[src/hw/rtl/dlt_pkg.sv]
package dlt_pkg;

    localparam int ENTRIES_DEF = 16;
    localparam int ADDR_W      = 64;
    localparam int VALUE_W     = 64;
    localparam int SIZE_W      = 4;
    localparam int STAMP_W     = 64;
    localparam int VER_W       = 32;
    localparam int SLOT_W      = 4;
    localparam int FILL_W      = 5;
    localparam int ACTION_W    = 2;

    typedef enum logic [ACTION_W-1:0] {
        ACT_DUP     = 2'd0,
        ACT_INSERT  = 2'd1,
        ACT_REPLACE = 2'd2
    } action_t;

    typedef enum logic [1:0] {
        ST_IDLE,
        ST_SCAN,
        ST_FLUSH,
        ST_COMMIT
    } ctl_state_t;

    typedef struct packed {
        logic [ADDR_W-1:0]  site_address;
        logic [VALUE_W-1:0] operand_value;
        logic [SIZE_W-1:0]  operand_bytes;
    } key_t;

    typedef struct packed {
        logic load;
        logic rd_en;
        logic commit;
    } dlt_cmd_t;

    typedef struct packed {
        logic table_empty;
        logic out_busy;
    } dlt_status_t;

endpackage

[src/hw/rtl/dlt_if.sv]
interface dlt_in_if;
    import dlt_pkg::*;

    logic               valid;
    logic               ready;
    logic [ADDR_W-1:0]  site_address;
    logic [VALUE_W-1:0] operand_value;
    logic [SIZE_W-1:0]  operand_bytes;

    modport source (output valid, output site_address, output operand_value,
                    output operand_bytes, input ready);
    modport sink (input valid, input site_address, input operand_value,
                  input operand_bytes, output ready);
endinterface

interface dlt_out_if;
    import dlt_pkg::*;

    logic                valid;
    logic                ready;
    logic [ACTION_W-1:0] action;
    logic [SLOT_W-1:0]   slot;
    logic [FILL_W-1:0]   fill_count;
    logic [VER_W-1:0]    content_version;

    modport source (output valid, output action, output slot, output fill_count,
                    output content_version, input ready);
    modport sink (input valid, input action, input slot, input fill_count,
                  input content_version, output ready);
endinterface

[src/hw/rtl/dlt_ctrl.sv]
module dlt_ctrl
    import dlt_pkg::*;
#(
    parameter int ENTRIES = ENTRIES_DEF,
    parameter int IDX_W   = $clog2(ENTRIES),
    parameter int CNT_W   = $clog2(ENTRIES + 1)
) (
    input  logic             clk,
    input  logic             rst_n,
    input  logic             in_valid,
    output logic             in_ready,
    input  dlt_status_t      status,
    input  logic [CNT_W-1:0] fill,
    output dlt_cmd_t         cmd,
    output logic [IDX_W-1:0] rd_addr
);

    ctl_state_t       state_reg;
    ctl_state_t       state_next;
    logic [CNT_W-1:0] cnt_reg;
    logic [CNT_W-1:0] cnt_next;

    always_ff @(posedge clk or negedge rst_n)
    begin
        if (!rst_n)
        begin
            state_reg <= ST_IDLE;
            cnt_reg   <= '0;
        end
        else
        begin
            state_reg <= state_next;
            cnt_reg   <= cnt_next;
        end
    end

    always_comb
    begin
        state_next = state_reg;
        cnt_next   = cnt_reg;
        cmd        = '0;
        in_ready   = 1'b0;
        rd_addr    = cnt_reg[IDX_W-1:0];
        unique case (state_reg)
            ST_IDLE:
            begin
                in_ready = 1'b1;
                if (in_valid)
                begin
                    cmd.load   = 1'b1;
                    cnt_next   = '0;
                    state_next = status.table_empty ? ST_COMMIT : ST_SCAN;
                end
            end
            ST_SCAN:
            begin
                cmd.rd_en = 1'b1;
                if (cnt_reg + CNT_W'(1) == fill)
                begin
                    state_next = ST_FLUSH;
                end
                else
                begin
                    cnt_next = cnt_reg + CNT_W'(1);
                end
            end
            ST_FLUSH:
            begin
                state_next = ST_COMMIT;
            end
            ST_COMMIT:
            begin
                if (!status.out_busy)
                begin
                    cmd.commit = 1'b1;
                    state_next = ST_IDLE;
                end
            end
            default:
            begin
                state_next = ST_IDLE;
            end
        endcase
    end

endmodule

[src/hw/rtl/dlt_datapath.sv]
module dlt_datapath
    import dlt_pkg::*;
#(
    parameter int ENTRIES = ENTRIES_DEF,
    parameter int IDX_W   = $clog2(ENTRIES),
    parameter int CNT_W   = $clog2(ENTRIES + 1)
) (
    input  logic                clk,
    input  logic                rst_n,
    input  key_t                item_key,
    input  dlt_cmd_t            cmd,
    input  logic [IDX_W-1:0]    rd_addr,
    output dlt_status_t         status,
    output logic [CNT_W-1:0]    fill,
    input  logic                out_ready,
    output logic                out_valid,
    output logic [ACTION_W-1:0] out_action,
    output logic [SLOT_W-1:0]   out_slot,
    output logic [FILL_W-1:0]   out_fill_count,
    output logic [VER_W-1:0]    out_content_version
);

    key_t               key_mem [ENTRIES];
    logic [STAMP_W-1:0] stamp_mem [ENTRIES];

    key_t               key_reg;
    key_t               rd_key_reg;
    logic [STAMP_W-1:0] rd_stamp_reg;
    logic [IDX_W-1:0]   rd_idx_reg;
    logic               rd_valid_reg;

    logic [STAMP_W-1:0] stamp_clock_reg;
    logic [CNT_W-1:0]   valid_entries_reg;
    logic [VER_W-1:0]   version_reg;

    logic               hit_reg;
    logic [IDX_W-1:0]   hit_idx_reg;
    logic [STAMP_W-1:0] min_stamp_reg;
    logic [IDX_W-1:0]   min_idx_reg;

    logic                out_valid_reg;
    logic [ACTION_W-1:0] out_action_reg;
    logic [SLOT_W-1:0]   out_slot_reg;
    logic [FILL_W-1:0]   out_fill_reg;

    logic               full;
    logic               match;
    logic               take_min;
    logic [IDX_W-1:0]   wr_idx;
    action_t            act;
    logic [CNT_W-1:0]   valid_entries_next;
    logic [VER_W-1:0]   version_next;

    assign full     = valid_entries_reg == CNT_W'(ENTRIES);
    assign match    = rd_key_reg == key_reg;
    assign take_min = (rd_idx_reg == '0) || (rd_stamp_reg < min_stamp_reg);

    always_comb
    begin
        valid_entries_next = valid_entries_reg;
        version_next       = version_reg + VER_W'(1);
        priority if (hit_reg)
        begin
            act          = ACT_DUP;
            wr_idx       = hit_idx_reg;
            version_next = version_reg;
        end
        else if (!full)
        begin
            act                = ACT_INSERT;
            wr_idx             = IDX_W'(valid_entries_reg);
            valid_entries_next = valid_entries_reg + CNT_W'(1);
        end
        else
        begin
            act    = ACT_REPLACE;
            wr_idx = min_idx_reg;
        end
    end

    // entry memory: one write port, one registered read port
    always_ff @(posedge clk)
    begin
        if (cmd.commit)
        begin
            stamp_mem[wr_idx] <= stamp_clock_reg;
            if (!hit_reg)
            begin
                key_mem[wr_idx] <= key_reg;
            end
        end
        if (cmd.rd_en)
        begin
            rd_key_reg   <= key_mem[rd_addr];
            rd_stamp_reg <= stamp_mem[rd_addr];
        end
    end

    always_ff @(posedge clk)
    begin
        if (cmd.load)
        begin
            key_reg <= item_key;
        end
        if (cmd.rd_en)
        begin
            rd_idx_reg <= rd_addr;
        end
        if (rd_valid_reg && !hit_reg && match)
        begin
            hit_idx_reg <= rd_idx_reg;
        end
        if (rd_valid_reg && take_min)
        begin
            min_stamp_reg <= rd_stamp_reg;
            min_idx_reg   <= rd_idx_reg;
        end
        if (cmd.commit)
        begin
            out_action_reg <= act;
            out_slot_reg   <= SLOT_W'(wr_idx);
            out_fill_reg   <= FILL_W'(valid_entries_next);
        end
    end

    always_ff @(posedge clk or negedge rst_n)
    begin
        if (!rst_n)
        begin
            stamp_clock_reg   <= '0;
            valid_entries_reg <= '0;
            version_reg       <= '0;
            rd_valid_reg      <= 1'b0;
            hit_reg           <= 1'b0;
            out_valid_reg     <= 1'b0;
        end
        else
        begin
            rd_valid_reg <= cmd.rd_en;
            if (cmd.load)
            begin
                stamp_clock_reg <= stamp_clock_reg + STAMP_W'(1);
                hit_reg         <= 1'b0;
            end
            else if (rd_valid_reg && match)
            begin
                hit_reg <= 1'b1;
            end
            if (cmd.commit)
            begin
                valid_entries_reg <= valid_entries_next;
                version_reg       <= version_next;
                out_valid_reg     <= 1'b1;
            end
            else if (out_ready)
            begin
                out_valid_reg <= 1'b0;
            end
        end
    end

    assign fill                = valid_entries_reg;
    assign status.table_empty  = valid_entries_reg == '0;
    assign status.out_busy     = out_valid_reg && !out_ready;
    assign out_valid           = out_valid_reg;
    assign out_action          = out_action_reg;
    assign out_slot            = out_slot_reg;
    assign out_fill_count      = out_fill_reg;
    assign out_content_version = version_reg;

`ifndef SYNTH
    a_fill_bound: assert property (@(posedge clk) disable iff (!rst_n)
        valid_entries_reg <= CNT_W'(ENTRIES))
        else $error("fill count beyond table size");

    a_dup_keeps_version: assert property (@(posedge clk) disable iff (!rst_n)
        cmd.commit && hit_reg |=> $stable(version_reg) && $stable(valid_entries_reg))
        else $error("duplicate changed table content state");

    a_change_bumps_version: assert property (@(posedge clk) disable iff (!rst_n)
        cmd.commit && !hit_reg |=> version_reg == $past(version_reg) + VER_W'(1))
        else $error("insert or replace without version step");

    a_commit_free_out: assert property (@(posedge clk) disable iff (!rst_n)
        cmd.commit |-> !out_valid_reg || out_ready)
        else $error("result overwritten before transfer");

    a_replace_only_full: assert property (@(posedge clk) disable iff (!rst_n)
        cmd.commit && !hit_reg && !full |=> valid_entries_reg == $past(valid_entries_reg) + CNT_W'(1))
        else $error("insert without fill step");
`endif

endmodule

[src/hw/rtl/dedup_lru_tuple_table.sv]
// the input transfer loads the key; the scan then reads one entry per cycle and compares
// each with the key; a flush state takes the last compare and the commit state writes back;
// with an empty table the scan is skipped and the item goes straight to commit
// a new transfer is taken only in the idle state, after the previous item has committed;
// a result not yet taken holds back the write-back of the following item
// reset: fill count, stamp clock and content version clear at once; entry memory is not cleared
module dedup_lru_tuple_table
    import dlt_pkg::*;
#(
    parameter int ENTRIES = ENTRIES_DEF
) (
    input logic        clk,
    input logic        rst_n,
    dlt_in_if.sink     item_in,
    dlt_out_if.source  result_out
);

    localparam int IDX_W = $clog2(ENTRIES);
    localparam int CNT_W = $clog2(ENTRIES + 1);

    dlt_cmd_t         cmd;
    dlt_status_t      status;
    logic [CNT_W-1:0] fill;
    logic [IDX_W-1:0] rd_addr;
    logic             in_ready;
    key_t             item_key;

    assign item_key.site_address  = item_in.site_address;
    assign item_key.operand_value = item_in.operand_value;
    assign item_key.operand_bytes = item_in.operand_bytes;
    assign item_in.ready          = in_ready;

    dlt_ctrl #(
        .ENTRIES (ENTRIES),
        .IDX_W   (IDX_W),
        .CNT_W   (CNT_W)
    ) u_ctrl (
        .clk      (clk),
        .rst_n    (rst_n),
        .in_valid (item_in.valid),
        .in_ready (in_ready),
        .status   (status),
        .fill     (fill),
        .cmd      (cmd),
        .rd_addr  (rd_addr)
    );

    dlt_datapath #(
        .ENTRIES (ENTRIES),
        .IDX_W   (IDX_W),
        .CNT_W   (CNT_W)
    ) u_datapath (
        .clk                 (clk),
        .rst_n               (rst_n),
        .item_key            (item_key),
        .cmd                 (cmd),
        .rd_addr             (rd_addr),
        .status              (status),
        .fill                (fill),
        .out_ready           (result_out.ready),
        .out_valid           (result_out.valid),
        .out_action          (result_out.action),
        .out_slot            (result_out.slot),
        .out_fill_count      (result_out.fill_count),
        .out_content_version (result_out.content_version)
    );

endmodule
[src/flat_wrapper.sv]
// flat-port wrapper written by rule: the top's interface ports become plain ports
module dedup_lru_tuple_table_flat import dlt_pkg::*;
#(
    parameter int ENTRIES = ENTRIES_DEF
)
  (clk, rst_n, item_in_valid, item_in_site_address, item_in_operand_value, item_in_operand_bytes, item_in_ready, result_out_valid, result_out_action, result_out_slot, result_out_fill_count, result_out_content_version, result_out_ready);
  dlt_in_if item_in_i ();
  dlt_out_if result_out_i ();
  input logic clk;
  input logic rst_n;
  input wire logic [$bits(item_in_i.valid)-1:0] item_in_valid;
  input wire logic [$bits(item_in_i.site_address)-1:0] item_in_site_address;
  input wire logic [$bits(item_in_i.operand_value)-1:0] item_in_operand_value;
  input wire logic [$bits(item_in_i.operand_bytes)-1:0] item_in_operand_bytes;
  output wire logic [$bits(item_in_i.ready)-1:0] item_in_ready;
  output wire logic [$bits(result_out_i.valid)-1:0] result_out_valid;
  output wire logic [$bits(result_out_i.action)-1:0] result_out_action;
  output wire logic [$bits(result_out_i.slot)-1:0] result_out_slot;
  output wire logic [$bits(result_out_i.fill_count)-1:0] result_out_fill_count;
  output wire logic [$bits(result_out_i.content_version)-1:0] result_out_content_version;
  input wire logic [$bits(result_out_i.ready)-1:0] result_out_ready;
  assign item_in_i.valid = item_in_valid;
  assign item_in_i.site_address = item_in_site_address;
  assign item_in_i.operand_value = item_in_operand_value;
  assign item_in_i.operand_bytes = item_in_operand_bytes;
  assign item_in_ready = item_in_i.ready;
  assign result_out_valid = result_out_i.valid;
  assign result_out_action = result_out_i.action;
  assign result_out_slot = result_out_i.slot;
  assign result_out_fill_count = result_out_i.fill_count;
  assign result_out_content_version = result_out_i.content_version;
  assign result_out_i.ready = result_out_ready;
  dedup_lru_tuple_table #(.ENTRIES(ENTRIES)) u_core (.clk(clk), .rst_n(rst_n), .item_in(item_in_i), .result_out(result_out_i));
endmodule
[config.mk]
export PLATFORM = sky130hd
export DESIGN_NAME = dedup_lru_tuple_table_flat
export DESIGN_NICKNAME = d
export VERILOG_FILES = /design/src/hw/rtl/dlt_pkg.sv /design/src/hw/rtl/dlt_if.sv /design/src/hw/rtl/dlt_ctrl.sv /design/src/hw/rtl/dlt_datapath.sv /design/src/hw/rtl/dedup_lru_tuple_table.sv /design/src/flat_wrapper.sv
export SDC_FILE = /design/constraint.sdc
export NUM_CORES = 2
export LEC_CHECK = 0
export BUFFER_PORTS_ARGS = -buffer_cell sky130_fd_sc_hd__clkbuf_2
export CAP_MARGIN = 10
export CORE_MARGIN = 5
export CORE_UTILIZATION = 46
export CTS_BUF_LIST = sky130_fd_sc_hd__clkbuf_16
export DETAILED_ROUTE_END_ITERATION = 12
export GPL_ROUTABILITY_DRIVEN = 0
export HOLD_SLACK_MARGIN = 0.12
export MAX_ROUTING_LAYER = met4
export SYNTH_ARGS = -nofsm -noshare
export SYNTH_HDL_FRONTEND = slang
export SYNTH_SLANG_ARGS = --single-unit
[constraint.sdc]
create_clock -name clk -period 21.3 [get_ports clk]
set_clock_uncertainty 0.05 [all_clocks]
set_input_delay 4.26 -clock clk [delete_from_list [all_inputs] [get_ports clk]]
set_output_delay 4.26 -clock clk [all_outputs]
set_load 0.05 [all_outputs]
# Word-level counts from Yosys, hierarchy flattened
# Memory sizes are Yosys's and may differ from the RTL's. A register that Yosys moved wholly into a read port is not among the register bits.
# Index checks and enable logic that the tools add are counted.
# word_totals
reg_bits	330
ram_bits	3136
memories	2
# classes
addsub	4
magnitude_cmp	1
n_eq_ne	10
mux	28
bitwise_logic	1
reduce_logical	17
# memory_table
memory	words	word_bits	rd	rd_ports_with_merged_regs	wr	line_no	text
u_core.u_datapath.key_mem	16	132	1	1	1	dlt_datapath.sv:23	key_t key_mem [ENTRIES];
u_core.u_datapath.stamp_mem	16	64	1	1	1	dlt_datapath.sv:24	logic [STAMP_W-1:0] stamp_mem [ENTRIES];
# ops
operator	n
$eq A132 B132 Y1	1
$add A64 B1 Y64 const B	1
$lt A64 B64 Y1	1
$add A32 B1 Y32 const B	1
$mux W5	4
$mux W1	15
$add A5 B1 Y5 const B	2
$mux W2	5
$pmux W5 S2	1
$mux W4	2
$ne A2 B2 Y1 const B	4
$pmux W2 S4	1
$reduce_and A3 Y1	2
$reduce_bool A2 Y1	3
$eq A5 B5 Y1	1
$eq A5 B5 Y1 const B	1
$logic_and A1 B1 Y1	5
$logic_not A5 Y1	1
$eq A2 B2 Y1 const B	2
$logic_not A4 Y1	1
$eq A2 B1 Y1 const B	1
$logic_not A1 Y1	2
$logic_not A2 Y1	1
$reduce_and A2 Y1	1
other kinds (2)	2

# Longest topological paths before layout
# logic_depth
depth_word	6
depth_mapped	12
depth_no_buf	9

# Hierarchy
# From an unflattened synthesis, not the netlist that was laid out.
# unflattened
hier_cells	5942
area_unflattened_um2	139262.3
# modules_own_cells
module	instances	cells_each	area_per_inst_um2	seq_area_each_um2
dlt_datapath	1	5850	138476.6	109234.8
dlt_ctrl	1	92	785.8	175.2

# Least setup slack after synthesis
# No wires, ideal clock.
# synth_timing
kind	input-to-reg
from	input port result_out_ready
to	memory u_core.u_datapath.key_mem[14][0] (netlist name) (enable)
arrival_ns	14.216
required_ns	20.465
setup_slack_ns	6.250
cell_stages	5
path_buffers	0
cell_sequence	nand2b_2 > nand2_1 > inv_1 > nand3_1 > nor3_1
# synth_rtl
item	line_no	text
from (decl)	flat_wrapper.sv:21	input wire logic [$bits(result_out_i.ready)-1:0] result_out_ready;
to (decl)	dlt_datapath.sv:23	

==> run summary <==
Worst EP arrival: 9.29 ns
Setup TNS: 0 ns
Drt first pass iters: 5
Seq/Total Area, Yosys: 77.8%
RSZ-0062 raised after global routing: false
Maximum Capacitance Violations: 0
Asr flop ratio synth: 3.03%
Antenna violations before repair: 17
Peak Freq: 0.113 GHz
Reg2reg setup slack: 15.32 ns
CTS tree: done
Worst-Margin Slew: 1.31 ns
Slowest CP cell: nand3_1
Prevailing post-synth register cell: edfxtp_1
Largest stage delay, worst path: 0.86 ns
Latest clock arrival within the worst-skew pair: 0.93 ns
Total Wirelength: 356000 um
CTS Sinks: 3662
Routed Antenna Nets: 0
First-pass GRT wire length: 511000 um
Via count: 71000
Post-synth EDFFs: 3551
DR iter-0 viols: 7491
Fill count: 23900
Mean number of vias per cell: 5.89
Required time of the critical path: 21.77 ns
Most frequent CP cell: buf_4
Slew margin rel.: 12.7%
Cells after synthesis: 7256
Biggest register: u_core.u_datapath.key_mem
FF+latch area: 109000 um2
Rows: 203
Setup-failing EPs final: 0
IO Count: 181
Clock Path Buffers: 4
Hold-critical path depth: 0
Post-synthesis cell type count: 63
Chip width: 563 um
Maximum number of pins on one net before global-route repair: 135
Layout cell share with drive strength beyond 1: 19.1%
Number of flip-flops in the largest register: 2112
Syn avg cell area: 19.4 um2
CTS buffer count: 382
Starting Density: 46.1%
Worst path cell trace: clkbuf_2, nand2b_2, nand2_1, inv_1, nand3_1, nor3_2, buf_4, buf_4, buf_4
Crit Path Category: input port to register
DRC viols: 0
Fin crit share: 41.4%
Reg2reg end: u_core.u_datapath.key_mem[12][31]$_DFFE_PP_
Worst reg2reg path depth: 8
# Post-CTS Setup Buffers: 0
H-Tree Depth: 5
PD cells: 121 nW/um2
Tot Pwr: 19.3 mW
Total grt overflow: 0
P_leak: 52.5 nW
Vias in the first global route: 71100
Detailed Place HPWL: 194000 um
CP Capture Type: register
Worst min path class: register to register
Tmin final: 8.81 ns
CTS clk-pin slew, worst paths: 0.06 ns
Core ar.: 305000 um2
GRT Util Overall: 22.7%
VDD IR max: 0.0988 mV
Die Ht: 563 um
Hold Fails Final Rpt: 0
Final Max Slew Viols: 0
Largest regs: u_core.u_datapath.key_mem x2112, u_core.u_datapath.stamp_mem x1024
Nets: 7829
Synth Register Bits: 3662
Full die area: 317000 um2
Hold_buf cts: 0
Net count after synthesis: 7464
Status: finished, final reports clean
Util after Layout: 52.1%
Clk root buf: clkbuf_16
Crit path launch type: input port
Synth warn: 0
Post-Syn Area: 141000 um2
PostCTS Resize Cnt: 0
Reg2Reg Launch Point: u_core.u_ctrl.state_reg[0]$_DFFE_PN0P_
Post-DR wirelength/cell: 29.6 um
CP Max Fanout: 52
Port Buffer Count: 180
Area grow syn2layout: 13.1%
Hold slack: 0.402 ns
Hold Crit Endpoint: u_core.u_datapath.min_stamp_reg[16]$_DFFE_PP_
Hold Startpoint: u_core.u_datapath.rd_stamp_reg[16]$_DFFE_PP_
Multi-input gate area: 29500 um2
logic make-up after synthesis:
| kind of cell | count (synthesis) | synth area share, % |
|---|---|---|
| AO/OA/AOI/OAI | 1119 | 5.04 |
| XOR/XNOR | 168 | 1.05 |
| adder cells (fa/ha/maj) | 72 | 0.641 |
| buffers and inverters | 491 | 1.44 |
| flip-flops | 3662 | 77.8 |
| multiplexers | 1184 | 12.1 |
| AND/OR/NAND/NOR | 560 | 1.95 |
stage by stage:
step / instance area, um2 / setup slack, ns / cells
5_1_grt: 159000 / 12.37 / 12000
6_report: 159000 / 12.49 / 12000
3_5_place_dp: 147000 / 11.64 / 11300
3_3_place_gp: 147000 / 11.61 / 11300
4_1_cts: 159000 / 12.59 / 12000
2_1_floorplan: 141000 / 6.25 / 7256
worst max-delay path: cells and delay by family:
kind                   cells  cell delay, ns
AND/OR/NAND/NOR            4            1.83
buffers and inverters      5            2.99
worst max path at each step:
stage / from / endpoint / slack (ns) / cells past startpoint
2_1_floorplan: result_out_ready / u_core.u_datapath.key_mem[14][0]$_DFFE_PP_ / 6.25 / 5
3_3_place_gp: result_out_ready / u_core.u_datapath.key_mem[15][64]$_DFFE_PP_ / 11.61 / 9
3_5_place_dp: result_out_ready / u_core.u_datapath.key_mem[12][10]$_DFFE_PP_ / 11.64 / 9
4_1_cts: result_out_ready / u_core.u_datapath.key_mem[12][130]$_DFFE_PP_ / 12.59 / 9
5_1_grt: result_out_ready / u_core.u_datapath.key_mem[12][31]$_DFFE_PP_ / 12.37 / 9
6_report: result_out_ready / u_core.u_datapath.key_mem[12][31]$_DFFE_PP_ / 12.49 / 9
power breakdown:
part           switching (mW)  internal, mW  total (mW)
combinational            2.13          1.38        3.51
clock                    2.76          3.77        6.53
sequential              0.443          8.79        9.23
per-layer routing:
| metal | wire (um) | up-vias | global-route usage, % |
|---|---|---|---|
| met5 | 0 | - | - |
| met2 | 173000 | 2594 | 35.9 |
| met1 | 150000 | 37600 | 31.5 |
| met4 | 8590 | 0 | 5.41 |
| met3 | 24700 | 533 | 3.46 |
| li1 | - | 30300 | - |
synthesized netlist by cell type (all sizes together), types with 42 or more instances:
| library cell | instances | area [um2] |
|---|---|---|
| edfxtp | 3551 | 107000 |
| mux2i | 593 | 5940 |
| o21ai | 415 | 2080 |
| mux4 | 392 | 8830 |
| nand2 | 265 | 997 |
| a21oi | 225 | 1130 |
| a221oi | 215 | 1880 |
| clkbuf | 207 | 777 |
| mux2 | 199 | 2240 |
| a22oi | 197 | 1480 |
| inv | 146 | 548 |
| buf | 137 | 692 |
| dfrtp | 111 | 2780 |
| xnor2 | 94 | 823 |
| xor2 | 74 | 648 |
| ha | 72 | 901 |
| nor2 | 56 | 225 |
| nand3 | 54 | 285 |
| nor3 | 42 | 250 |
layout by cell type, fill, tap and decap left out, drive strengths merged, types with 94 or more instances in the layout:
cell and count:
a21oi 225, a221oi 215, a22oi 197, buf 147
clkbuf 565, clkinv 173, dfrtp 111, edfxtp 3551
inv 239, mux2 199, mux2i 593, mux4 392
nand2 265, o21ai 415, xnor2 94
area by class of cell:
type	instances	area share, %
flip-flops and latches	3662	68.8
multi-input cells	3103	18.5
clock buffers	386	6.07
well taps	4100	3.23
clock inverters	316	1.69
repair buffers	326	1.34
inverters	146	0.345
diodes	6	0.00944
(Power assumes the default switching activity.)
